[src/design/sal_pkg.sv]
`timescale 1ns / 1ps
`default_nettype none
// ----------------------------------------------------------------------------
// sal_pkg
// Types, operation codes and defaults shared by the sorted list block.
// ----------------------------------------------------------------------------
package sal_pkg;

  localparam int DEPTH_DEF       = 64;
  localparam int VALUE_WIDTH_DEF = 32;

  localparam int ACTION_W = 3;
  localparam int DATA_W   = 32;
  localparam int COUNT_W  = 7;
  localparam int STATUS_W = 2;

  localparam logic [ACTION_W-1:0] ACT_INSERT  = 3'd0;
  localparam logic [ACTION_W-1:0] ACT_DELETE  = 3'd1;
  localparam logic [ACTION_W-1:0] ACT_SEARCH  = 3'd2;
  localparam logic [ACTION_W-1:0] ACT_CLEAR   = 3'd3;
  localparam logic [ACTION_W-1:0] ACT_RESTART = 3'd4;
  localparam logic [ACTION_W-1:0] ACT_NEXT    = 3'd5;

  localparam logic [STATUS_W-1:0] ST_OK        = 2'd0;
  localparam logic [STATUS_W-1:0] ST_FULL      = 2'd1;
  localparam logic [STATUS_W-1:0] ST_NOT_FOUND = 2'd2;
  localparam logic [STATUS_W-1:0] ST_PAST_END  = 2'd3;

  typedef struct packed {
    logic [ACTION_W-1:0]      action;
    logic signed [DATA_W-1:0] value;
  } sal_in_t;

  typedef struct packed {
    logic signed [DATA_W-1:0] read_value;
    logic                     found;
    logic [COUNT_W-1:0]       entry_count;
    logic                     is_full;
    logic                     empty_flag;
    logic [STATUS_W-1:0]      status;
  } sal_out_t;

  // per-cycle command broadcast to every cell
  typedef struct packed {
    logic cmp;  // latch compare flags against the incoming value
    logic ins;  // insert shift toward higher index
    logic del;  // delete shift toward lower index
  } sal_cmd_t;

endpackage
`default_nettype wire

[src/design/sal_cell.sv]
`timescale 1ns / 1ps
`default_nettype none
// ----------------------------------------------------------------------------
// sal_cell
// One slot of the sorted row: holds an entry, latches its compare flags and
// shifts with its neighbors on insert or delete.
// ----------------------------------------------------------------------------
module sal_cell
  import sal_pkg::*;
#(
  parameter int VALUE_WIDTH = VALUE_WIDTH_DEF
) (
  input  wire logic                   clk_i,
  input  wire sal_cmd_t               cmd_i,
  input  wire logic                   live_i,
  input  wire logic                   pick_i,
  input  wire logic [VALUE_WIDTH-1:0] cmp_v_i,
  input  wire logic [VALUE_WIDTH-1:0] new_v_i,
  input  wire logic                   left_gt_i,
  input  wire logic [VALUE_WIDTH-1:0] left_e_i,
  input  wire logic [VALUE_WIDTH-1:0] right_e_i,
  output logic [VALUE_WIDTH-1:0]      e_o,
  output logic                        gt_o,
  output logic                        eq_o,
  output logic [VALUE_WIDTH-1:0]      rd_o
);

  logic [VALUE_WIDTH-1:0] e_q;
  logic gt_q, ge_q, eq_q, pick_q;

  always_ff @(posedge clk_i) begin
    if (cmd_i.cmp) begin
      // empty slots count as greater so the insert point is the first set gt
      gt_q   <= !live_i || ($signed(e_q) > $signed(cmp_v_i));
      ge_q   <= $signed(e_q) >= $signed(cmp_v_i);
      eq_q   <= live_i && (e_q == cmp_v_i);
      pick_q <= pick_i;
    end
  end

  always_ff @(posedge clk_i) begin
    if (cmd_i.ins && gt_q) begin
      e_q <= left_gt_i ? left_e_i : new_v_i;
    end else if (cmd_i.del && ge_q) begin
      e_q <= right_e_i;
    end
  end

  assign e_o  = e_q;
  assign gt_o = gt_q;
  assign eq_o = eq_q;
  assign rd_o = pick_q ? e_q : '0;

endmodule
`default_nettype wire

[config.mk]
export PLATFORM = sky130hd
export DESIGN_NAME = sal_cell
export DESIGN_NICKNAME = d
export VERILOG_FILES = /design/src/design/sal_pkg.sv /design/src/design/sal_cell.sv
export SDC_FILE = /design/constraint.sdc
export NUM_CORES = 1
export LEC_CHECK = 0
export BUFFER_PORTS_ARGS = -buffer_cell sky130_fd_sc_hd__buf_2
export CAP_MARGIN = 25
export CORE_ASPECT_RATIO = 0.6
export CORE_MARGIN = 3
export CORE_UTILIZATION = 42
export CTS_CLUSTER_SIZE = 16
export DETAILED_ROUTE_END_ITERATION = 10
export GPL_TIMING_DRIVEN = 0
export PLACE_DENSITY = 0.81
export SLEW_MARGIN = 10
export SYNTH_ARGS = -nofsm -noshare
export SYNTH_HDL_FRONTEND = slang
export SYNTH_SLANG_ARGS = --single-unit
export TNS_END_PERCENT = 10
[constraint.sdc]
create_clock -name clk_i -period 2.06 [get_ports clk_i]
set_input_delay 0.103 -clock clk_i [delete_from_list [all_inputs] [get_ports clk_i]]
set_output_delay 0.103 -clock clk_i [all_outputs]
set_load 0.03 [all_outputs]
==> results of run 1 <==
## Yosys cell counts (2+ instances only)
| library cell | number | area share [%] |
|---|---|---|
| sky130_fd_sc_hd__a21oi_1 | 45 | 7.8 |
| sky130_fd_sc_hd__mux2i_1 | 32 | 11 |
| sky130_fd_sc_hd__buf_1 | 3 | 0.39 |
| sky130_fd_sc_hd__nand3_1 | 3 | 0.52 |
| sky130_fd_sc_hd__buf_2 | 3 | 0.52 |
| sky130_fd_sc_hd__nor4_4 | 2 | 1.5 |
| sky130_fd_sc_hd__clkbuf_1 | 8 | 1.0 |
| sky130_fd_sc_hd__a21o_1 | 3 | 0.78 |
| sky130_fd_sc_hd__nor2_1 | 35 | 4.5 |
| sky130_fd_sc_hd__a31oi_1 | 3 | 0.65 |
| sky130_fd_sc_hd__inv_1 | 35 | 4.5 |
| sky130_fd_sc_hd__o21ai_0 | 3 | 0.52 |
| sky130_fd_sc_hd__nand2_1 | 6 | 0.78 |
| sky130_fd_sc_hd__nand4_4 | 2 | 1.5 |
| sky130_fd_sc_hd__and2_1 | 33 | 7.1 |
| sky130_fd_sc_hd__edfxtp_1 | 36 | 37 |
| sky130_fd_sc_hd__nand4_1 | 2 | 0.43 |
| sky130_fd_sc_hd__ha_1 | 32 | 14 |
| sky130_fd_sc_hd__nand4_2 | 2 | 0.86 |
## registers in the layout (all words and copies together), names as in the netlist
name,cells
ge_q,1
gt_o,1
pick_q,1
eq_o,1
e_o,32
## worst max-delay path by stage
stage | start | endpoint | slack (ps) | depth (start not counted)
4_1_cts | e_o[14] | gt_o | 6 | 6
5_1_grt | e_o[31] | gt_o | -40 | 6
2_1_floorplan | e_o[5] | gt_o | -3 | 6
3_5_place_dp | e_o[7] | gt_o | -40 | 6
6_report | e_o[31] | gt_o | 70 | 6
3_3_place_gp | e_o[7] | gt_o | -30 | 6
## cell type report
class	count	area [um^2]
inverters	35	131
plain buffers	14	56.3
clock inverters	1	3.75
multi-input cells	217	1740
clock buffers	7	133
fillers	548	2070
well taps	84	105
repair buffers	208	1070
flip-flops and latches	36	1080
## through the flow
stage               std cells  cell area [um^2]  power, mW  setup slack, ps
CTS                       594              4160       2.84             5.93
global route              602              4320       3.04            -38.0
finish                    602              4320       2.89             65.3
detailed placement        585              4020       2.11            -42.2
floorplan                 302              2920       1.71            -3.22
global placement          585              4020       2.07            -31.2
## metal layers
| metal | vias to the layer above | wire length, um | share of wire, % |
|---|---|---|---|
| met1 | 1375 | 3970 | 42 |
| met3 | 12 | 710 | 7.5 |
| met5 | - | 0 | 0 |
| met2 | 131 | 4670 | 49 |
| li1 | 1495 | - | - |
| met4 | 0 | 114 | 1.2 |
## placed cells by master, fill, tap and decap left out, types with 2 or more instances in the layout
cell,n
sky130_fd_sc_hd__buf_1,3
sky130_fd_sc_hd__ha_4,6
sky130_fd_sc_hd__clkbuf_16,5
sky130_fd_sc_hd__buf_4,8
sky130_fd_sc_hd__inv_1,35
sky130_fd_sc_hd__clkbuf_1,10
sky130_fd_sc_hd__nand4_1,2
sky130_fd_sc_hd__a311oi_2,2
sky130_fd_sc_hd__ha_1,25
sky130_fd_sc_hd__a21oi_1,44
sky130_fd_sc_hd__and2_1,33
sky130_fd_sc_hd__o21ai_1,2
sky130_fd_sc_hd__a31oi_1,3
sky130_fd_sc_hd__mux2i_1,32
sky130_fd_sc_hd__buf_2,202
sky130_fd_sc_hd__a21o_1,2
sky130_fd_sc_hd__nand3_1,3
sky130_fd_sc_hd__o21ai_0,2
sky130_fd_sc_hd__nor4_4,2
sky130_fd_sc_hd__edfxtp_1,36
sky130_fd_sc_hd__nand4_4,3
sky130_fd_sc_hd__nor2_1,35
sky130_fd_sc_hd__nand2_1,5
## power breakdown
part | switching [mW] | total [mW] | leakage [nW] | internal [mW]
clock network | 0.282 | 0.728 | 0.0655 | 0.445
logic | 0.719 | 1.16 | 1.81 | 0.445
registers | 0.0689 | 0.998 | 0.348 | 0.929
total | 1.07 | 2.89 | 2.23 | 1.82
## cell families after synthesis
family / count (synthesis) / share of synthesized area [%]
simple gates: 90 / 18.5
compound gates: 63 / 12.9
buf+inv: 49 / 6.47
flops: 36 / 37.2
fa+ha+maj: 32 / 13.8
mux: 32 / 11.0
## repair_timing
action                                  CTS  global route
setup buffers                             1             7
hold buffers                              0             1
pin swaps                                 2             5
endpoints found under the setup margin    2            34
endpoints found under the hold margin     0             1
resized for setup                         1            11
==> out/results.tsv, run 1 <==
metric	value	unit
Area growth, synth to finish	48.7	%
die extent in x	113	um
Antenna Cells	0	
initial cell density of the core	45.5	%
met1 Use GR	28.4	%
highest clock frequency the design can meet	0.501	GHz
Total Nets Final	684	
number of failing hold endpoints at the final stage	0	
Arrival @ worst endpoint	2000	ps
die outline height	70.4	um
total clock sinks	36	
ratio of final minimum period to clock period	96.8	%
startpoint kind of the worst setup timing path	register	
Final Skew	8.15	ps
CP most frequent cell	sky130_fd_sc_hd__a311oi_2	
worst reg-to-reg path cell count	6	
violation count after the first detailed-routing iteration	135	
number of global-route vias before repair	2913	
number of buffers and inverters on the critical path	0	
Worst Hold Path Cells	1	
worst setup path class	reg -> reg	
global route overflow	0	
most instantiated flip-flop cell in the synthesis netlist	sky130_fd_sc_hd__edfxtp_1	
number of synthesized flops with an enable pin	36	
average wire per cell in the routed design	15.7	um
Post-Syn Nets	469	
IO buf count	199	
areal power density over the cells	669	nW/um^2
critical register-to-register path endpoint	gt_o	
global-route met2 utilization	40.1	%
share of synthesized flip-flops with an asynchronous set or reset	0	%
die area	7980	um^2
worst hold margin	118	ps
sequential element share of the synthesized area	37.2	%
worst endpoint required time	2070	ps
antenna violations before repair	0	
clock root buffer	sky130_fd_sc_hd__clkbuf_16	
worst-margin pin slew	578	ps
static leakage	2.23	nW
via density per instance	5.00	
depth of the CTS H-tree	2	
I/O pin cnt	201	
core footprint	6390	um^2
slack of the worst reg-to-reg path	70	ps
number of remaining DRC errors	0	
relative slew slack	61.5	%
global-route wire length before repair	14200	um
Critical-path top delay cell	sky130_fd_sc_hd__edfxtp_1	
worst-path fanout max	4	
most used routing layer	met2	
largest net degree at the start of global routing	33	
hpwl dp	7760	um
origin of the worst min-delay path	cmd_i[2]	
RD Place Congestion	0.798	
final antenna-violating net count	0	
capture endpoint of the worst hold path	ge_q	
count of final setup violators	0	
setup repair after global routing missed its margin	true	
synthesis-stage register bit count	36	
buffers from clock root to sink, at most	2	
Cell Area, Synth	2900	um^2
worst path cell trace	ha_2, nand4_4, nor3_2, a22oi_2, a311oi_2, a311oi_2	
via count	3013	
number of instances in the synthesized netlist	302	
share of post-route cells with drive strength above 1	46.1	%
number of max-capacitance violations reported	0	
clock input transition at the sequential cells of the worst setup and hold paths	60	ps
final core utilization	67.6	%
Synth Area per Inst	9.61	um^2
number of CTS-inserted buffers	5	
library cells used by synthesis	33	
Final Max Slew Viols	0	
critical path's top delay family	compound AO/OA/AOI/OAI gates	
gr usage total	22.5	%
run status	complete, no violations	
delay contributed by the slowest stage of the critical path	420	ps
total detailed-routing wirelength	9470	um
final setup TNS	0	ps
time the worst path needs with I/O delays and setup	1990	ps
endpoint type of the worst setup path	register	
site row count	22	
Hold Crit Class	in -> reg	
met3 Track Usage GR	4.76	%
clk_lat worst skew	280	ps
Yosys warning count	0	
source of the worst register-to-register timing path	e_o[31]	
number of optimization iterations in the first detailed-route pass	4	
worst vdd rail ir drop	352	uV
TritonCTS clock tree	built	
Power figures use the tool's default switching activity.
==> run 2, diff against run 1 <==
- CORE_UTILIZATION: 42 -> 45
- PLACE_DENSITY: 0.81 -> 0.86
- clock period: 2.06 -> 2.6 ns (I/O delays scaled with it)
==> out/results.tsv, run 2 (synthesized netlist as in run 1, its figures left out) <==
metric	value	unit	change
Area growth, synth to finish	40.6	%	was 48.7%
setup repair after global routing missed its margin	false		was true
critical path's top delay family	compound AO/OA/AOI/OAI gates		unchanged
clock input transition at the sequential cells of the worst setup and hold paths	80	ps	was 60 ps
worst vdd rail ir drop	211	uV	was 352 uV
largest net degree at the start of global routing	33		unchanged
number of buffers and inverters on the critical path	0		unchanged
number of max-capacitance violations reported	0		unchanged
PostCTS Resize Cnt	0		was 1
worst-margin pin slew	756	ps	was 578 ps
highest clock frequency the design can meet	0.464	GHz	was 0.501 GHz
RD Place Congestion	0.807		was 0.798
run status	complete, no violations		unchanged
I/O pin cnt	201		unchanged
die extent in x	110	um	was 113 um
number of remaining DRC errors	0		unchanged
total clock sinks	36		unchanged
critical register-to-register path endpoint	gt_o		unchanged
origin of the worst min-delay path	pick_i		was cmd_i[2]
capture endpoint of the worst hold path	pick_q		was ge_q
slack of the worst reg-to-reg path	450	ps	was 70 ps
TritonCTS clock tree	built		unchanged
number of failing hold endpoints at the final stage	0		unchanged
Total Nets Final	675		was 684
clock root buffer	sky130_fd_sc_hd__clkbuf_8		was sky130_fd_sc_hd__clkbuf_16
share of post-route cells with drive strength above 1	43.8	%	was 46.1%
final antenna-violating net count	0		unchanged
# hold bufs at CTS	0		unchanged
site row count	21		was 22
violation count after the first detailed-routing iteration	122		was 135
Final Skew	8.48	ps	was 8.15 ps
Final Non-Filler Cells	589		was 602
count of final setup violators	0		unchanged
number of global-route vias before repair	2821		was 2913
die area	7480	um^2	was 7980 um^2
core footprint	5890	um^2	was 6390 um^2
buffers from clock root to sink, at most	2		unchanged
antenna violations before repair	0		unchanged
most used cells in the layout excluding fill and tap cells	202 x sky130_fd_sc_hd__buf_2, 45 x sky130_fd_sc_hd__a21oi_1, 36 x sky130_fd_sc_hd__edfxtp_1		was 202 x sky130_fd_sc_hd__buf_2, 44 x sky130_fd_sc_hd__a21oi_1, 36 x sky130_fd_sc_hd__edfxtp_1
Post-CTS Setup Bufs	0		was 1
Antenna Cells	0		unchanged
worst endpoint required time	2620	ps	was 2070 ps
final setup TNS	0	ps	unchanged
global route overflow	0		unchanged
worst path cell trace	ha_1, a21oi_1, nand2_1, a221o_1, o31ai_2, a311oi_2		was ha_2, nand4_4, nor3_2, a22oi_2, a311oi_2, a311oi_2
time the worst path needs with I/O delays and setup	2150	ps	was 1990 ps
worst setup path class	reg -> reg		unchanged
hpwl dp	7560	um	was 7760 um
depth of the CTS H-tree	2		unchanged
Critical-path top delay cell	sky130_fd_sc_hd__edfxtp_1		unchanged
Reg area	1080	um^2	unchanged
Arrival @ worst endpoint	2180	ps	was 2000 ps
global-route wire length before repair	13200	um	was 14200 um
gr usage total	23.1	%	was 22.5%
via count	2996		was 3013
relative slew slack	49.6	%	was 61.5%
startpoint kind of the worst setup timing path	register		unchanged
post-layout power	2.04	mW	was 2.89 mW
static leakage	2.17	nW	was 2.23 nW
flip-flop count of the largest register after layout	32		unchanged
source of the worst register-to-register timing path	e_o[14]		was e_o[31]
number of CTS-inserted buffers	5		unchanged
fill cell instance count of the final layout	490		was 548
number of optimization iterations in the first detailed-route pass	4		unchanged
via density per instance	5.09		was 5.00
Hold Crit Class	in -> reg		unchanged
initial cell density of the core	49.3	%	was 45.5%
total detailed-routing wirelength	8920	um	was 9470 um
ratio of final minimum period to clock period	82.9	%	was 96.8%
die outline height	68.2	um	was 70.4 um
Worst Hold Path Cells	1		unchanged
delay contributed by the slowest stage of the critical path	430	ps	was 420 ps
IO buf count	199		unchanged
area occupied by multi-input gates	1640	um^2	was 1740 um^2
areal power density over the cells	501	nW/um^2	was 669 nW/um^2
worst reg-to-reg path cell count	6		unchanged
most common library cell in the layout ignoring fill and taps	sky130_fd_sc_hd__buf_2		unchanged
worst-path fanout max	3		was 4
average wire per cell in the routed design	15.1	um	was 15.7 um
Final Max Slew Viols	0		unchanged
clk_lat worst skew	290	ps	was 280 ps
Cells after DPL	581		was 585
endpoint type of the worst setup path	register		unchanged
-- run 2: per-layer routing --
metal	vias to the layer above	GRT usage (%)	part of all wire, %
li1	1478	-	-
met1	1402	29.3	43
met2	109	41.8	49
met3	7	4.71	6.9
met4	0	4.04	0.58
met5	-	0	0
-- run 2: through the flow --
stage | hold WS, ps | util [%] | cell area, um^2 | setup slack, ps
3_5_place_dp | 317 | 68.0 | 4000 | 467
6_report | 16.3 | 69.4 | 4080 | 445
5_1_grt | 6.41 | 69.4 | 4080 | 307
3_3_place_gp | 308 | 67.9 | 4000 | 287
2_1_floorplan | 229 | - | 2900 | 491
4_1_cts | 11.1 | 69.4 | 4080 | 459
-- run 2: worst reg2reg max path, cell delays in order, from the launching register on --
cell and delay [ps]:
sky130_fd_sc_hd__edfxtp_1 430, sky130_fd_sc_hd__ha_1 350, sky130_fd_sc_hd__a21oi_1 180, sky130_fd_sc_hd__nand2_1 80, sky130_fd_sc_hd__a221o_1 370, sky130_fd_sc_hd__o31ai_2 340
sky130_fd_sc_hd__a311oi_2 140
-- run 2: area by class of cell --
class / count / share of cell area, %
clock inverter: 3 / 0.337
clock buffer: 5 / 1.69
multi-input combinational: 217 / 40.1
inverter: 35 / 3.22
sequential: 36 / 26.5
buffer: 14 / 1.38
timing repair buffer: 199 / 24.4
tap: 80 / 2.45
-- run 2: worst max path at each step --
stage / startpoint / endpoint / slack [ps] / cells past startpoint
after detailed placement: e_o[7] / gt_o / 470 / 6
after CTS: e_o[14] / gt_o / 460 / 6
final: e_o[14] / gt_o / 450 / 6
after floorplan: e_o[14] / gt_o / 490 / 6
after global placement: gt_o / e_o[18] / 290 / 3
after global routing: e_o[5] / gt_o / 310 / 6
-- run 2: power by group --
group / internal [mW] / switching [mW] / leakage [nW]
Sequential: 0.735 / 0.0496 / 0.348
Combinational: 0.315 / 0.551 / 1.77
Clock: 0.182 / 0.211 / 0.0453
==> run 3, diff against run 2 <==
- CORE_UTILIZATION: 45 -> 38
- PLACE_DENSITY: 0.86 -> 0.78
- clock period: 2.6 -> 1.77 ns (I/O delays scaled with it)
==> out/results.tsv, run 3 (synthesized netlist as in run 1, its figures left out) <==
metric	value	unit	change
initial cell density of the core	41.3	%	was 49.3%
antenna violations before repair	0		unchanged
Area growth, synth to finish	52.8	%	was 40.6%
count of cell instances traversed by the critical path	6		unchanged
worst hold margin	108	ps	was 16.3 ps
count of final setup violators	2		was 0
global route overflow	0		unchanged
worst vdd rail ir drop	439	uV	was 211 uV
fill cell instance count of the final layout	634		was 490
site row count	23		was 21
worst setup path class	reg -> reg		unchanged
Clk pwr share	24.5	%	was 19.3%
global-route wire length before repair	14500	um	was 13200 um
capture endpoint of the worst hold path	pick_q		unchanged
average wire per cell in the routed design	15.0	um	was 15.1 um
share of power burned in registers	34.2	%	was 38.4%
highest clock frequency the design can meet	0.521	GHz	was 0.464 GHz
most common library cell in the layout ignoring fill and taps	sky130_fd_sc_hd__buf_2		unchanged
CP most frequent cell	sky130_fd_sc_hd__a311oi_2		
Final Skew	3.43	ps	was 8.48 ps
source of the worst register-to-register timing path	e_o[20]		was e_o[14]
Reg area	1080	um^2	unchanged
depth of the CTS H-tree	2		unchanged
ratio of final minimum period to clock period	108	%	was 82.9%
violation count after the first detailed-routing iteration	125		was 122
number of max-capacitance violations reported	0		unchanged
via density per instance	4.84		was 5.09
hpwl dp	7820	um	was 7560 um
clock input transition at the sequential cells of the worst setup and hold paths	60	ps	was 80 ps
critical register-to-register path endpoint	gt_o		unchanged
critical path's top delay family	compound AO/OA/AOI/OAI gates		unchanged
worst-margin pin slew	512	ps	was 756 ps
Net Sw Frac	36.7	%	was 39.7%
endpoint type of the worst setup path	register		unchanged
worst path cell trace	ha_1, nand4_1, nor3_2, a22oi_2, a311oi_2, a311oi_2		was ha_1, a21oi_1, nand2_1, a221o_1, o31ai_2, a311oi_2
slack of the worst reg-to-reg path	-150	ps	was 450 ps
core footprint	7020	um^2	was 5890 um^2
failing checks	negative setup slack		
die outline height	73.7	um	was 68.2 um
via count	3009		was 2996
relative slew slack	65.9	%	was 49.6%
final core utilization	63.2	%	was 69.4%
Total Nets Final	688		was 675
worst-path fanout max	3		unchanged
die area	8760	um^2	was 7480 um^2
startpoint kind of the worst setup timing path	register		unchanged
net switching power figure	1.25	mW	was 0.812 mW
clk_lat worst skew	270	ps	was 290 ps
share of post-route cells with drive strength above 1	47.7	%	was 43.8%
run status	finished with violations		was complete, no violations
total clock sinks	36		unchanged
die extent in x	119	um	was 110 um
delay contributed by the slowest stage of the critical path	430	ps	about the same
area occupied by multi-input gates	1810	um^2	was 1640 um^2
worst reg-to-reg path cell count	6		unchanged
number of failing hold endpoints at the final stage	0		unchanged
origin of the worst min-delay path	cmd_i[2]		was pick_i
I/O pin cnt	201		unchanged
total detailed-routing wirelength	9360	um	was 8920 um
Antenna Cells	0		unchanged
TritonCTS clock tree	built		unchanged
largest net degree at the start of global routing	33		unchanged
Internal	2.15	mW	was 1.23 mW
minimum setup slack in the final design	-150	ps	was 445 ps
Hold Crit Class	in -> reg		unchanged
Final Max Slew Viols	0		unchanged
most used cells in the layout excluding fill and tap cells	202 x sky130_fd_sc_hd__buf_2, 43 x sky130_fd_sc_hd__a21oi_1, 36 x sky130_fd_sc_hd__edfxtp_1		was 202 x sky130_fd_sc_hd__buf_2, 45 x sky130_fd_sc_hd__a21oi_1, 36 x sky130_fd_sc_hd__edfxtp_1
RD Place Congestion	0.811		was 0.807
number of global-route vias before repair	3022		was 2821
areal power density over the cells	765	nW/um^2	was 501 nW/um^2
Critical-path top delay cell	sky130_fd_sc_hd__edfxtp_1		unchanged
number of CTS-inserted buffers	5		unchanged
final antenna-violating net count	0		unchanged
IO buf count	199		unchanged
combinational fraction of design power	41.2	%	was 42.4%
gr usage total	20.9	%	was 23.1%
final setup TNS	-281	ps	was 0 ps
number of buffers and inverters on the critical path	0		unchanged
buffers from clock root to sink, at most	2		unchanged
flip-flop count of the largest register after layout	32		unchanged
static leakage	2.26	nW	was 2.17 nW
time the worst path needs with I/O delays and setup	1920	ps	was 2150 ps
Arrival @ worst endpoint	1920	ps	was 2180 ps
Worst Hold Path Cells	1		unchanged
clock root buffer	sky130_fd_sc_hd__clkbuf_16		was sky130_fd_sc_hd__clkbuf_8
number of optimization iterations in the first detailed-route pass	4		unchanged
worst endpoint required time	1770	ps	was 2620 ps
setup repair after global routing missed its margin	true		was false
number of remaining DRC errors	0		unchanged
-- run 3: changes by cell type in the layout (fill, tap and decap cells not counted), moves of 5 or more --
cell	delta
sky130_fd_sc_hd__clkbuf_16	+5
sky130_fd_sc_hd__ha_1	-9
sky130_fd_sc_hd__clkbuf_8	-5
sky130_fd_sc_hd__ha_4	+9
sky130_fd_sc_hd__buf_4	+12
-- run 3: power groups by stage --
stage / registers [mW] / clock network [mW] / logic (mW)
after CTS: 1.16 / 0.860 / 1.37
final: 1.16 / 0.833 / 1.40
after global placement: 1.18 / 0 / 1.28
after global routing: 1.18 / 0.905 / 1.52
after detailed placement: 1.19 / 0 / 1.31
after floorplan: 1.35 / 0 / 0.689
-- run 3: layer usage --
| layer | vias up | share of wire (%) | GRT usage (%) |
|---|---|---|---|
| met1 | 1385 | 43 | 26.0 |
| met5 | - | 0 | 0 |
| met3 | 2 | 8.7 | 6.00 |
| met4 | 0 | 0.21 | 2.70 |
| met2 | 118 | 48 | 37.5 |
| li1 | 1504 | - | - |
-- run 3: how the worst max path moves through the flow --
stage	start	end
2_1_floorplan	e_o[5]	gt_o
3_3_place_gp	e_o[11]	gt_o
3_5_place_dp	e_o[11]	gt_o
4_1_cts	e_o[20]	gt_o
5_1_grt	e_o[23]	gt_o
6_report	e_o[20]	gt_o
-- run 3: repair_timing --
action,in CTS,in global routing
resized for setup,4,8
gates cloned,0,0
endpoints found under the setup margin,32,36
endpoints found under the hold margin,1,0
pin swaps,11,5
hold buffers,1,0
buffers inserted,7,5
-- run 3: worst register-to-register path, delay by kind of cell, from the launching register on --
| family | cells | cell delay, ps |
|---|---|---|
| adder cells (fa/ha/maj) | 1 | 310 |
| AO/OA/AOI/OAI | 3 | 500 |
| AND/OR/NAND/NOR | 2 | 410 |
| flip-flops | 1 | 430 |
-- run 3: stage by stage --
step | worst slack (ps) | power, mW | cells | instance area [um^2]
after floorplan | -236 | 2.04 | 302 | 3020
after global placement | -310 | 2.47 | 601 | 4140
after detailed placement | -322 | 2.50 | 601 | 4140
after CTS | -171 | 3.39 | 617 | 4360
after global routing | -247 | 3.61 | 622 | 4440
final | -150 | 3.39 | 622 | 4440
-- run 3: area by class of cell --
class / instances / area share [%]
clock inverter: 1 / 0.0846
timing repair buffer: 212 / 24.7
inverter: 35 / 2.96
multi-input combinational: 217 / 40.8
sequential: 36 / 24.4
tap: 100 / 2.82
clock buffer: 7 / 2.99
buffer: 14 / 1.33
